### config.mk
export PLATFORM = sky130hd
export DESIGN_NAME = source_token_scanner
export DESIGN_NICKNAME = d
export VERILOG_FILES = /design/src/rtl/sts_pkg.sv /design/src/rtl/sts_core.sv /design/src/rtl/sts_out_fifo.sv /design/src/rtl/source_token_scanner.sv
export SDC_FILE = /design/constraint.sdc
export NUM_CORES = 1
export LEC_CHECK = 0
export BUFFER_PORTS_ARGS = -buffer_cell sky130_fd_sc_hd__buf_4
export CAP_MARGIN = 20
export CORE_ASPECT_RATIO = 0.8
export CORE_MARGIN = 2
export CORE_UTILIZATION = 65
export CTS_CLUSTER_SIZE = 24
export DETAILED_ROUTE_END_ITERATION = 6
export GPL_ROUTABILITY_DRIVEN = 0
export GPL_TIMING_DRIVEN = 0
export PLACE_DENSITY = 0.86
export SYNTH_ARGS = -nofsm -noshare
export SYNTH_HDL_FRONTEND = slang
export SYNTH_SLANG_ARGS = --single-unit
export TNS_END_PERCENT = 1
### constraint.sdc
create_clock -name clk -period 11.35 [get_ports clk]
set_input_delay 1.7025 -clock clk [delete_from_list [all_inputs] [get_ports clk]]
set_output_delay 1.7025 -clock clk [all_outputs]
set_load 0.03 [all_outputs]
### src/rtl/sts_pkg.sv
`timescale 1ns / 1ps

package sts_pkg;

    localparam int LENGTH_BITS  = 12;
    localparam int LINE_BITS    = 20;
    localparam int COLUMN_BITS  = 12;

    localparam int OUT_DEPTH    = 4;
    localparam int OUT_PTR_BITS = $clog2(OUT_DEPTH);
    localparam int OUT_CNT_BITS = $clog2(OUT_DEPTH + 1);

    localparam int PADDR_BITS   = 3;
    localparam int PDATA_BITS   = 32;
    localparam int TAB_BITS     = 3;

    localparam logic [TAB_BITS-1:0]    TAB_RESET = TAB_BITS'(3);
    localparam logic                   REG_TAB_STOP = 1'b0;

    localparam logic [LENGTH_BITS-1:0] LEN_MAX  = {LENGTH_BITS{1'b1}};
    localparam logic [LINE_BITS-1:0]   LINE_MAX = {LINE_BITS{1'b1}};
    localparam logic [COLUMN_BITS-1:0] COL_MAX  = {COLUMN_BITS{1'b1}};

    localparam logic [2:0] KIND_CHAR   = 3'd0;
    localparam logic [2:0] KIND_STRING = 3'd1;
    localparam logic [2:0] KIND_INT    = 3'd2;
    localparam logic [2:0] KIND_DOUBLE = 3'd3;
    localparam logic [2:0] KIND_NAME   = 3'd4;
    localparam logic [2:0] KIND_ERROR  = 3'd5;

    localparam logic [1:0] ERR_NONE      = 2'd0;
    localparam logic [1:0] ERR_CHAR_END  = 2'd0;
    localparam logic [1:0] ERR_CHAR_OPEN = 2'd1;
    localparam logic [1:0] ERR_STR_END   = 2'd2;

    localparam logic [7:0] CH_NL     = 8'h0A;
    localparam logic [7:0] CH_TAB    = 8'h09;
    localparam logic [7:0] CH_QUOTE  = 8'h27;
    localparam logic [7:0] CH_DQUOTE = 8'h22;
    localparam logic [7:0] CH_BSLASH = 8'h5C;
    localparam logic [7:0] CH_COMMA  = 8'h2C;
    localparam logic [7:0] CH_DOT    = 8'h2E;
    localparam logic [7:0] CH_MINUS  = 8'h2D;
    localparam logic [7:0] CH_ZERO   = 8'h30;
    localparam logic [7:0] CH_X      = 8'h78;
    localparam logic [7:0] CH_USCORE = 8'h5F;

    typedef enum logic [2:0] {
        MODE_IDLE,
        MODE_CH_OPEN,
        MODE_CH_ESC,
        MODE_CH_CLOSE,
        MODE_STR,
        MODE_STR_ESC,
        MODE_WORD
    } sts_mode_t;

    typedef struct packed {
        logic digits;
        logic minus;
        logic dec;
        logic dot;
        logic hexpre;
        logic hexok;
    } sts_flags_t;

    typedef struct packed {
        logic [7:0] text_byte;
        logic       end_of_text;
    } sts_in_t;

    typedef struct packed {
        logic [2:0]             token_kind;
        logic [1:0]             error_code;
        logic [7:0]             char_value;
        logic [LENGTH_BITS-1:0] token_length;
        logic [LINE_BITS-1:0]   start_line;
        logic [COLUMN_BITS-1:0] start_column;
        logic                   last_result;
    } sts_out_t;

    typedef struct packed {
        logic [1:0] n;
        sts_out_t   r0;
        sts_out_t   r1;
    } sts_push_t;

    function automatic logic is_digit(logic [7:0] c);
        return (c >= 8'h30) && (c <= 8'h39);
    endfunction

    function automatic logic is_hex(logic [7:0] c);
        return is_digit(c) || ((c >= 8'h61) && (c <= 8'h66)) || ((c >= 8'h41) && (c <= 8'h46));
    endfunction

    function automatic logic is_word(logic [7:0] c);
        return is_digit(c) || ((c >= 8'h61) && (c <= 8'h7A))
            || ((c >= 8'h41) && (c <= 8'h5A)) || (c == CH_USCORE);
    endfunction

    function automatic logic [7:0] unescape(logic [7:0] c);
        logic [7:0] r;
        case (c)
            8'h62:   r = 8'd8;
            8'h74:   r = 8'd9;
            8'h6E:   r = 8'd10;
            8'h66:   r = 8'd12;
            8'h72:   r = 8'd13;
            default: r = c;
        endcase
        return r;
    endfunction

    function automatic sts_flags_t word_flags(sts_flags_t f, logic [LENGTH_BITS-1:0] idx,
                                              logic [7:0] c);
        sts_flags_t r;
        logic       dig;
        dig = is_digit(c);
        r   = f;
        if (idx == '0)
        begin
            r        = '0;
            r.digits = dig;
            r.minus  = (c == CH_MINUS);
            r.dec    = dig || (c == CH_MINUS);
            r.hexpre = (c == CH_ZERO);
            r.hexok  = 1'b1;
        end
        else
        begin
            if (!dig)
                r.digits = 1'b0;
            if (c == CH_DOT)
                r.dot = 1'b1;
            else if (!dig)
                r.dec = 1'b0;
            if ((idx == LENGTH_BITS'(1)) && (c != CH_X))
                r.hexpre = 1'b0;
            if ((idx >= LENGTH_BITS'(2)) && !is_hex(c))
                r.hexok = 1'b0;
        end
        return r;
    endfunction

    function automatic logic [2:0] word_kind(sts_flags_t f, logic [LENGTH_BITS-1:0] len);
        logic       hex_path;
        logic       min_ok;
        logic [2:0] k;
        hex_path = f.hexpre && (len >= LENGTH_BITS'(2));
        min_ok   = f.minus ? (len > LENGTH_BITS'(1)) : (len != '0);
        if (hex_path && (len > LENGTH_BITS'(2)) && f.hexok)
            k = KIND_INT;
        else if (!hex_path && f.dec && !f.dot && min_ok)
            k = KIND_INT;
        else if (f.dot && f.dec)
            k = KIND_DOUBLE;
        else
            k = KIND_NAME;
        return k;
    endfunction

    function automatic sts_out_t make_result(logic [2:0] kind, logic [1:0] err, logic [7:0] ch,
                                             logic [LENGTH_BITS-1:0] len,
                                             logic [LINE_BITS-1:0] line,
                                             logic [COLUMN_BITS-1:0] col, logic last);
        sts_out_t r;
        r.token_kind   = kind;
        r.error_code   = err;
        r.char_value   = ch;
        r.token_length = len;
        r.start_line   = line;
        r.start_column = col;
        r.last_result  = last;
        return r;
    endfunction

endpackage

### src/rtl/sts_core.sv
`timescale 1ns / 1ps

module sts_core
    import sts_pkg::*;
(
    input  logic                clk,
    input  logic                rst_n,
    input  logic                in_valid,
    output logic                in_ready,
    input  sts_in_t             in_data,
    input  logic [TAB_BITS-1:0] tab_stop_log2,
    input  logic                room,
    output sts_push_t           push
);

    localparam int TW = COLUMN_BITS + 8;

    logic                   in_vld_reg,  in_vld_next;
    sts_in_t                in_data_reg;
    sts_mode_t              mode_reg,    mode_next;
    sts_flags_t             flags_reg,   flags_next;
    logic [7:0]             pend_reg,    pend_next;
    logic [LENGTH_BITS-1:0] len_reg,     len_next;
    logic [LINE_BITS-1:0]   tline_reg,   tline_next;
    logic [COLUMN_BITS-1:0] tcol_reg,    tcol_next;
    logic [LINE_BITS-1:0]   line_reg,    line_next;
    logic [COLUMN_BITS-1:0] col_reg,     col_next;

    logic                   proceed;
    logic [7:0]             c;
    logic                   eot;
    logic                   cont;
    logic                   punct;
    logic [LENGTH_BITS-1:0] len_inc;
    logic [LINE_BITS-1:0]   mv_line;
    logic [COLUMN_BITS-1:0] mv_col;
    logic [TW-1:0]          tab_step;
    logic [TW-1:0]          col_tab;

    assign proceed  = in_vld_reg && room;
    assign in_ready = !in_vld_reg || room;
    assign c        = in_data_reg.text_byte;
    assign eot      = in_data_reg.end_of_text;
    assign cont     = is_word(c) || ((c == CH_DOT) && flags_reg.digits);
    assign punct    = (c == CH_COMMA) || (c == CH_DOT);
    assign len_inc  = (len_reg == LEN_MAX) ? len_reg : len_reg + LENGTH_BITS'(1);

    always_comb
    begin
        in_vld_next = in_vld_reg;
        if (in_valid && in_ready)
            in_vld_next = 1'b1;
        else if (proceed)
            in_vld_next = 1'b0;
    end

    // position after consuming the byte
    always_comb
    begin
        tab_step = TW'(1) << tab_stop_log2;
        col_tab  = (TW'(col_reg) + tab_step) & ~(tab_step - TW'(1));
        mv_line  = line_reg;
        mv_col   = col_reg;
        if (c == CH_NL)
        begin
            mv_line = (line_reg == LINE_MAX) ? line_reg : line_reg + LINE_BITS'(1);
            mv_col  = '0;
        end
        else if (c == CH_TAB)
            mv_col = (col_tab > TW'(COL_MAX)) ? COL_MAX : col_tab[COLUMN_BITS-1:0];
        else if (col_reg != COL_MAX)
            mv_col = col_reg + COLUMN_BITS'(1);
    end

    function automatic sts_mode_t mode_start(logic [7:0] b);
        sts_mode_t m;
        if (b == CH_QUOTE)
            m = MODE_CH_OPEN;
        else if (b == CH_DQUOTE)
            m = MODE_STR;
        else if ((b == CH_COMMA) || (b == CH_DOT))
            m = MODE_IDLE;
        else
            m = MODE_WORD;
        return m;
    endfunction

    // next state
    always_comb
    begin
        mode_next = mode_reg;
        if (proceed)
        begin
            if (eot)
                mode_next = MODE_IDLE;
            else
            begin
                case (mode_reg)
                    MODE_WORD:     mode_next = cont ? MODE_WORD : mode_start(c);
                    MODE_CH_OPEN:  mode_next = (c == CH_BSLASH) ? MODE_CH_ESC : MODE_CH_CLOSE;
                    MODE_CH_ESC:   mode_next = MODE_CH_CLOSE;
                    MODE_CH_CLOSE: mode_next = MODE_IDLE;
                    MODE_STR:
                    begin
                        if (c == CH_DQUOTE)
                            mode_next = MODE_IDLE;
                        else if (c == CH_BSLASH)
                            mode_next = MODE_STR_ESC;
                        else
                            mode_next = MODE_STR;
                    end
                    MODE_STR_ESC:  mode_next = MODE_STR;
                    default:       mode_next = mode_start(c);
                endcase
            end
        end
    end

    // datapath and results
    always_comb
    begin
        logic start_new;
        start_new  = 1'b0;
        flags_next = flags_reg;
        pend_next  = pend_reg;
        len_next   = len_reg;
        tline_next = tline_reg;
        tcol_next  = tcol_reg;
        line_next  = line_reg;
        col_next   = col_reg;
        push.n     = 2'd0;
        push.r0    = make_result(KIND_NAME, ERR_NONE, 8'd0, len_reg, tline_reg, tcol_reg, 1'b1);
        push.r1    = push.r0;
        if (proceed)
        begin
            if (eot)
            begin
                line_next = LINE_BITS'(1);
                col_next  = '0;
                case (mode_reg)
                    MODE_CH_OPEN, MODE_CH_ESC, MODE_CH_CLOSE:
                    begin
                        push.r0 = make_result(KIND_ERROR, ERR_CHAR_END, 8'd0, len_reg,
                                              tline_reg, tcol_reg, 1'b1);
                        push.n  = 2'd1;
                    end
                    MODE_STR, MODE_STR_ESC:
                    begin
                        push.r0 = make_result(KIND_ERROR, ERR_STR_END, 8'd0, len_reg,
                                              tline_reg, tcol_reg, 1'b1);
                        push.n  = 2'd1;
                    end
                    MODE_WORD:
                    begin
                        push.r0 = make_result(word_kind(flags_reg, len_reg), ERR_NONE, 8'd0,
                                              len_reg, tline_reg, tcol_reg, 1'b1);
                        push.n  = 2'd1;
                    end
                    default:
                        push.n = 2'd0;
                endcase
            end
            else
            begin
                line_next = mv_line;
                col_next  = mv_col;
                case (mode_reg)
                    MODE_WORD:
                    begin
                        if (cont)
                        begin
                            flags_next = word_flags(flags_reg, len_reg, c);
                            len_next   = len_inc;
                        end
                        else
                        begin
                            push.r0   = make_result(word_kind(flags_reg, len_reg), ERR_NONE,
                                                    8'd0, len_reg, tline_reg, tcol_reg, !punct);
                            push.n    = 2'd1;
                            start_new = 1'b1;
                        end
                    end
                    MODE_CH_OPEN:
                    begin
                        len_next = len_inc;
                        if (c != CH_BSLASH)
                            pend_next = c;
                    end
                    MODE_CH_ESC:
                    begin
                        len_next  = len_inc;
                        pend_next = unescape(c);
                    end
                    MODE_CH_CLOSE:
                    begin
                        push.n = 2'd1;
                        if (c == CH_QUOTE)
                        begin
                            len_next = len_inc;
                            push.r0  = make_result(KIND_CHAR, ERR_NONE, pend_reg, len_inc,
                                                   tline_reg, tcol_reg, 1'b1);
                        end
                        else
                            push.r0 = make_result(KIND_ERROR, ERR_CHAR_OPEN, 8'd0, len_reg,
                                                  tline_reg, tcol_reg, 1'b1);
                    end
                    MODE_STR:
                    begin
                        if (c == CH_DQUOTE)
                        begin
                            push.r0 = make_result(KIND_STRING, ERR_NONE, 8'd0, len_reg,
                                                  tline_reg, tcol_reg, 1'b1);
                            push.n  = 2'd1;
                        end
                        else
                            len_next = len_inc;
                    end
                    MODE_STR_ESC:
                        len_next = len_inc;
                    default:
                        start_new = 1'b1;
                endcase

                if (start_new)
                begin
                    tline_next = line_reg;
                    tcol_next  = col_reg;
                    if (c == CH_QUOTE)
                    begin
                        len_next  = LENGTH_BITS'(1);
                        pend_next = 8'd0;
                    end
                    else if (c == CH_DQUOTE)
                        len_next = '0;
                    else if (punct)
                    begin
                        len_next = LENGTH_BITS'(1);
                        if (push.n == 2'd0)
                            push.r0 = make_result(KIND_NAME, ERR_NONE, 8'd0, LENGTH_BITS'(1),
                                                  line_reg, col_reg, 1'b1);
                        else
                            push.r1 = make_result(KIND_NAME, ERR_NONE, 8'd0, LENGTH_BITS'(1),
                                                  line_reg, col_reg, 1'b1);
                        push.n = push.n + 2'd1;
                    end
                    else
                    begin
                        flags_next = word_flags(flags_reg, '0, c);
                        len_next   = LENGTH_BITS'(1);
                    end
                end
            end
        end
    end

    always_ff @(posedge clk or negedge rst_n)
    begin
        if (!rst_n)
        begin
            in_vld_reg <= 1'b0;
            mode_reg   <= MODE_IDLE;
            flags_reg  <= '0;
            pend_reg   <= '0;
            len_reg    <= '0;
            tline_reg  <= LINE_BITS'(1);
            tcol_reg   <= '0;
            line_reg   <= LINE_BITS'(1);
            col_reg    <= '0;
        end
        else
        begin
            in_vld_reg <= in_vld_next;
            mode_reg   <= mode_next;
            flags_reg  <= flags_next;
            pend_reg   <= pend_next;
            len_reg    <= len_next;
            tline_reg  <= tline_next;
            tcol_reg   <= tcol_next;
            line_reg   <= line_next;
            col_reg    <= col_next;
        end
    end

    always_ff @(posedge clk)
    begin
        if (in_valid && in_ready)
            in_data_reg <= in_data;
    end

endmodule

### src/rtl/sts_out_fifo.sv
`timescale 1ns / 1ps

module sts_out_fifo
    import sts_pkg::*;
(
    input  logic      clk,
    input  logic      rst_n,
    input  sts_push_t push,
    output logic      room,
    output logic      out_valid,
    input  logic      out_ready,
    output sts_out_t  out_data
);

    sts_out_t                mem_reg [OUT_DEPTH];
    logic [OUT_PTR_BITS-1:0] wptr_reg, wptr_next;
    logic [OUT_PTR_BITS-1:0] rptr_reg, rptr_next;
    logic [OUT_CNT_BITS-1:0] cnt_reg,  cnt_next;
    logic [OUT_PTR_BITS-1:0] wptr_1;
    logic                    pop;

    assign out_valid = (cnt_reg != '0);
    assign out_data  = mem_reg[rptr_reg];
    assign pop       = out_valid && out_ready;
    // space for two words regardless of this cycle's pop
    assign room      = (cnt_reg <= OUT_CNT_BITS'(OUT_DEPTH - 2));
    assign wptr_1    = wptr_reg + OUT_PTR_BITS'(1);

    always_comb
    begin
        wptr_next = wptr_reg + OUT_PTR_BITS'(push.n);
        rptr_next = pop ? rptr_reg + OUT_PTR_BITS'(1) : rptr_reg;
        cnt_next  = cnt_reg + OUT_CNT_BITS'(push.n) - OUT_CNT_BITS'(pop);
    end

    always_ff @(posedge clk or negedge rst_n)
    begin
        if (!rst_n)
        begin
            wptr_reg <= '0;
            rptr_reg <= '0;
            cnt_reg  <= '0;
        end
        else
        begin
            wptr_reg <= wptr_next;
            rptr_reg <= rptr_next;
            cnt_reg  <= cnt_next;
        end
    end

    always_ff @(posedge clk)
    begin
        if (push.n != 2'd0)
            mem_reg[wptr_reg] <= push.r0;
        if (push.n == 2'd2)
            mem_reg[wptr_1] <= push.r1;
    end

endmodule

### src/rtl/source_token_scanner.sv
`timescale 1ns / 1ps
// Each accepted byte is registered; its result words are shown from the output queue; a
//   second result (word run closed by comma or dot) is queued right behind the first.
// Throughput: one byte per cycle; the 4-word output queue throttles input only while
//   it holds more than two words.
// Reset: rst_n asynchronous, active low; scanner idle at line 1 column 0, tab stop log2 3.

module source_token_scanner
    import sts_pkg::*;
(
    input  logic                  clk,
    input  logic                  rst_n,
    input  logic                  in_valid,
    output logic                  in_ready,
    input  sts_in_t               in_data,
    output logic                  out_valid,
    input  logic                  out_ready,
    output sts_out_t              out_data,
    input  logic                  psel,
    input  logic                  penable,
    input  logic                  pwrite,
    input  logic [PADDR_BITS-1:0] paddr,
    input  logic [PDATA_BITS-1:0] pwdata,
    output logic [PDATA_BITS-1:0] prdata,
    output logic                  pready
);

    logic [TAB_BITS-1:0] tab_reg, tab_next;
    logic                cfg_wr;
    logic                reg_sel;
    logic                room;
    sts_push_t           push;

    assign pready  = 1'b1;
    assign reg_sel = (paddr[PADDR_BITS-1] == REG_TAB_STOP);
    assign cfg_wr  = psel && penable && pwrite && pready && reg_sel;
    assign prdata  = reg_sel ? {{(PDATA_BITS - TAB_BITS){1'b0}}, tab_reg} : '0;

    always_comb
    begin
        tab_next = tab_reg;
        if (cfg_wr)
            tab_next = pwdata[TAB_BITS-1:0];
    end

    always_ff @(posedge clk or negedge rst_n)
    begin
        if (!rst_n)
            tab_reg <= TAB_RESET;
        else
            tab_reg <= tab_next;
    end

    sts_core u_core (
        .clk           (clk),
        .rst_n         (rst_n),
        .in_valid      (in_valid),
        .in_ready      (in_ready),
        .in_data       (in_data),
        .tab_stop_log2 (tab_reg),
        .room          (room),
        .push          (push)
    );

    sts_out_fifo u_fifo (
        .clk       (clk),
        .rst_n     (rst_n),
        .push      (push),
        .room      (room),
        .out_valid (out_valid),
        .out_ready (out_ready),
        .out_data  (out_data)
    );

endmodule

# == Yosys cells after proc, flatten, opt, wreduce, memory -nomap -nowiden ==
# Memory sizes are Yosys's and may differ from the RTL's.
# Index checks and enable logic that the tools add are counted.
# op_classes
n_addsub,11
magnitude_cmp,13
eq_ne,32
n_shift,1
n_mux,77
bitwise,4
reduce_logical,54
# op_table
operator,count
118-bit two-way mux,5
60-bit two-way mux,3
60-bit one-hot mux with 3 select lines,1
58-bit two-way mux,3
58-bit one-hot mux with 3 select lines,1
12-bit two-way mux,11
59-bit two-way mux,2
20-bit two-way mux,3
8-bit by 7-bit equality test with 1-bit output (second input constant),7
8-bit by 6-bit equality test with 1-bit output (second input constant),6
12-bit one-hot mux with 4 select lines,1
45-bit two-way mux,1
8-bit one-hot mux with 5 select lines,1
6-bit two-way mux,6
8-bit by 7-bit <= comparator with 1-bit output (second input constant),4
3-bit two-way mux,10
12-bit by 1-bit adder with 12-bit output (second input constant),2
8-bit two-way mux,3
1-bit two-way mux,22
1-bit logical AND,21
12-bit by 20-bit adder with 20-bit output,1
20-bit by 1-bit adder with 20-bit output (second input constant),1
20-bit AND,1
20-bit equality test (second input constant),1
other kinds (48),75
# totals
regBits,113
ram_bits,232
inputBits,51
output_inout_bits,93
elab_cells,213
memories,1
# memory_table
memory,depth,word_bits,read_ports,rd_clocked_by_memory_dff,write_ports,line,rtl
u_fifo.mem_reg,4,58,1,0,2,sts_out_fifo.sv:15,sts_out_t mem_reg [OUT_DEPTH];

# == Longest topological paths before layout ==
# logic_depth
word_depth,23
ltp_mapped,13
mapped_depth_nobuf,12

# == By module ==
# A second synthesis with hierarchy kept.
# unflattened
cells_unflattened,1533
hier_area_um2,19841.5
# modules_own_cells
module,instances,cells_each,area_per_inst_um2,seq_area_each_um2
sts_out_fifo,1,606,11642.4,7141.8
sts_core,1,885,7793.7,2625.0
source_token_scanner,1,42,405.4,77.6

# == Least setup slack after synthesis ==
# Ideal clock, no wire load.
# synth_timing
path_kind,reg-to-reg
from,register u_core.in_data_reg (netlist bit u_core.c[7])
to,memory u_fifo.mem_reg[3][10] in the netlist's numbering (enable)
setup_time_ns,0.450
t_arrival_ns,4.003
slack_ns,6.896
path_stages_with_launch,7
period_less_slack_ns,4.454
cell_sequence,edfxtp_1 -> or4b_4 -> or3_1 -> clkbuf_1 -> nor4_2 -> a31oi_1 -> nor2b_1
# synth_lines
item,line,rtl
start: declaration,sts_core.sv:19,sts_in_t in_data_reg;
start signal: assignment,sts_core.sv:287,in_data_reg <= in_data;
end: declaration,sts_out_fifo.sv:15,

==> results.tsv <==
stage	metric	value	unit
cts	cts.path.max_buffers	3	
pwr	switchingPower	1.70	mW
timing	fmax	203	MHz
timing	worst_slew_pin_slew	1110	ps
pwr	p_int	2.77	mW
synth	synth.distinct_cells	83	
routing	routedWlPerCell	22.4	um
routing	firstDrtPassIters	7	
cts	cts_made_buffers	35	
timing	finalSetupViolCount	0	
global_routing	grt_max_degree	64	
synth	ys_ff_latch	345	
timing	rsz0062_at_grt	no	
cts	postCtsSetupBuffers	0	
synth	ys.flop_type	edfxtp_1	
timing	tns	0	ps
floorplanning	core	0.0270	sq mm
routing	wl	46800	um
synth	yosysTopAreaCell	edfxtp_1	
synth	netlist_area	0.0177	sq mm
cts	clkTransAtPathRegs	60	ps
global_routing	grt_pass1_vias	13300	
pwr	total_power	4.46	mW
finish	fin_nets	1765	
place	hpwlAfterDp	31600	um
setup_path	critPathRequiredTime	9650	ps
floorplanning	rows	54	
floorplanning	die_width	189	um
pwr	seqPwrFrac	0.360	
cts	ctsResizeCount	0	
global_routing	antenna_found_initial	0	
hold_path	hold_path.class	flip-flop to flip-flop	
global_routing	grt_usage	0.327	
global_routing	grt_pass1_wl	72300	um
synth	ys_warn_count	0	
pwr	clock_power_share	0.253	
setup_path	critPathCaptureType	output pin	
synth	ys_seq_area_frac	0.523	
finish	area_delta_synth_final	13.7	%
routing	drt_iter0_markers	1863	
floorplanning	die-area	0.0286	sq mm
pwr	vdd_drop_max	128	uV
finish	drive_gt1_frac	0.187	
timing	final_max_slew_viol_count	0	
finish	antenna_cells	0	
cts	cts_root_buffer	clkbuf_16	
finish	fin_area	0.0202	sq mm
routing	ant_nets	0	
finish	largest_reg_flops	232	
synth	syn_inst	1537	
floorplanning	die_h	152	um
synth	synthArstFlopShare	0.301	
setup_path	crit_type	flip-flop to output pin	
pwr	p_sw_frac	0.380	
setup_path	cp-start-kind	flip-flop	
synth	synthTopCellsByArea	edfxtp_1, dfrtp_1, mux4_2	
run_status	status	finished clean	
pwr	p_leak	7.61	nW
synth	netlist.area_leader.share	0.313	
timing	final_hold_viol_count	0	
pwr	combPwrFrac	0.388	
place	io_buffers	82	
cts	clock_sinks	345	
cts	htreeDepth	2	
floorplanning	start_util	0.656	
timing	slew-limit-headroom	0.249	
setup_path	critical_path_arrival	3240	ps
pwr	p_per_area	221	mW/mm^2
synth	synth_edf_count	185	
synth	syn_area_per_cell	11.5	sq um
run	maxCapViolCount	0	
cts	holdBufCountCts	0	
cts	clock_latency	540	ps
setup_path	path_max_fanout	10	
floorplanning	io_pins	144	
timing	clock_skew	21.3	ps
routing	vias_per_cell	6.78	
timing	fin_crit	4940	ps
place	postPlaceCellArea	0.0190	sq mm
timing	fin_crit_sh	0.435	
routing	drc	0	
global_routing	grt_overflow	0	
cts	cts_tree	yes	
routing	num_vias	14100	
[logic make-up after synthesis]
family	synth area share
compound gates	0.163
xor+xnor	0.0173
fa+ha+maj	0.0164
buf+inv	0.0507
flops	0.523
mux	0.0981
other cells	0.000423
simple gates	0.131
[cells in the mapped netlist, drive strengths merged (8+ instances only)]
cell and count:
nand3 78, nor4 14, nor3 31, o31ai 10, nand4 14, o21ai 110
buf 63, inv 22, dfrtp 100, ha 20, xnor2 21, nor2b 17
a21o 16, dfxtp 56, nand2b 17, xor2 14, a31oi 13, mux4 58
clkbuf 95, nand2 91, mux2 34, or3 12, and2 17, nor2 104
and3 17, a211oi 8, edfxtp 185, a22o 139, a21oi 56
[power by group through the flow]
stage               Combinational (mW)  Clock, mW  Sequential [mW]
CTS                               1.70       1.13             1.60
global placement                  1.64          0             1.62
global route                      1.84       1.18             1.62
finish                            1.73       1.13             1.61
floorplan                         1.19          0             1.59
detailed placement                1.69          0             1.62
[routing by layer]
metal | global-route usage | wire (um) | vias up
li1 | - | - | 6111
met3 | 0.0760 | 5990 | 157
met5 | 0 | 0 | -
met1 | 0.456 | 17700 | 6797
met4 | 0.125 | 1530 | 0
met2 | 0.507 | 21600 | 1048
[placed cells by master, fill, tap and decap left out, types with 13 or more instances in the layout]
cell type	Yosys	final
a21o_1	16	16
a21oi_1	55	55
a22o_1	139	139
a31oi_1	13	13
and2_1	15	15
and3_1	17	17
buf_4	32	114
clkbuf_1	95	104
clkbuf_16	0	35
conb_1	2	30
dfrtp_1	100	100
dfxtp_1	56	56
edfxtp_1	185	185
ha_1	20	20
inv_1	22	22
mux2_2	34	34
mux4_2	58	58
nand2_1	91	88
nand2b_1	17	17
nand3_1	77	77
nand4_1	14	14
nor2_1	104	104
nor2b_1	17	16
nor3_1	26	26
nor4_1	13	13
o21ai_0	100	100
xnor2_1	21	21
xor2_1	14	14
[per-stage QoR]
stage                     std cells  worst slack [ps]   util  hold slack (ps)
after floorplan                1565              6900      -              435
after global placement         2011              5050  0.700              445
after detailed placement       2017              6890  0.704              455
after CTS                      2081              6470  0.746              469
after global routing           2083              6280  0.746              488
final                          2083              6410  0.746              467
[critical path, stage by stage, from the launching register on]
cell,delay (ps)
dfrtp_1,330
clkbuf_1,340
clkbuf_1,670
clkbuf_1,680
mux4_2,470
buf_4,200
[worst paths after layout]
| check | start | to | slack [ps] | cells past startpoint |
|---|---|---|---|---|
| min | u_fifo.mem_reg[1][53] | u_fifo.mem_reg[1][53] | 470 | 2 |
| max | u_fifo.rptr_reg[1] | out_data[11] | 6410 | 5 |
| max in group asynchronous | rst_n | u_core.tline_reg[0] | 9230 | 2 |
| min reg2reg | u_fifo.mem_reg[1][53] | u_fifo.mem_reg[1][53] | 470 | 2 |
| max reg2reg | u_core.c[7] | u_fifo.mem_reg[1][8] | 6580 | 8 |
| min in group asynchronous | rst_n | u_core.col_reg[0] | 1310 | 1 |
[area by class of cell]
class,count,area [sq um]
buffer,158,817
clock buffer,46,937
clock inverter,18,178
fill,1710,6860
inverter,22,82.6
multi-input combinational,1040,7670
sequential,345,9280
tap,364,455
timing repair buffer,90,739
Note: power is estimated with default switching activity, not from simulation.
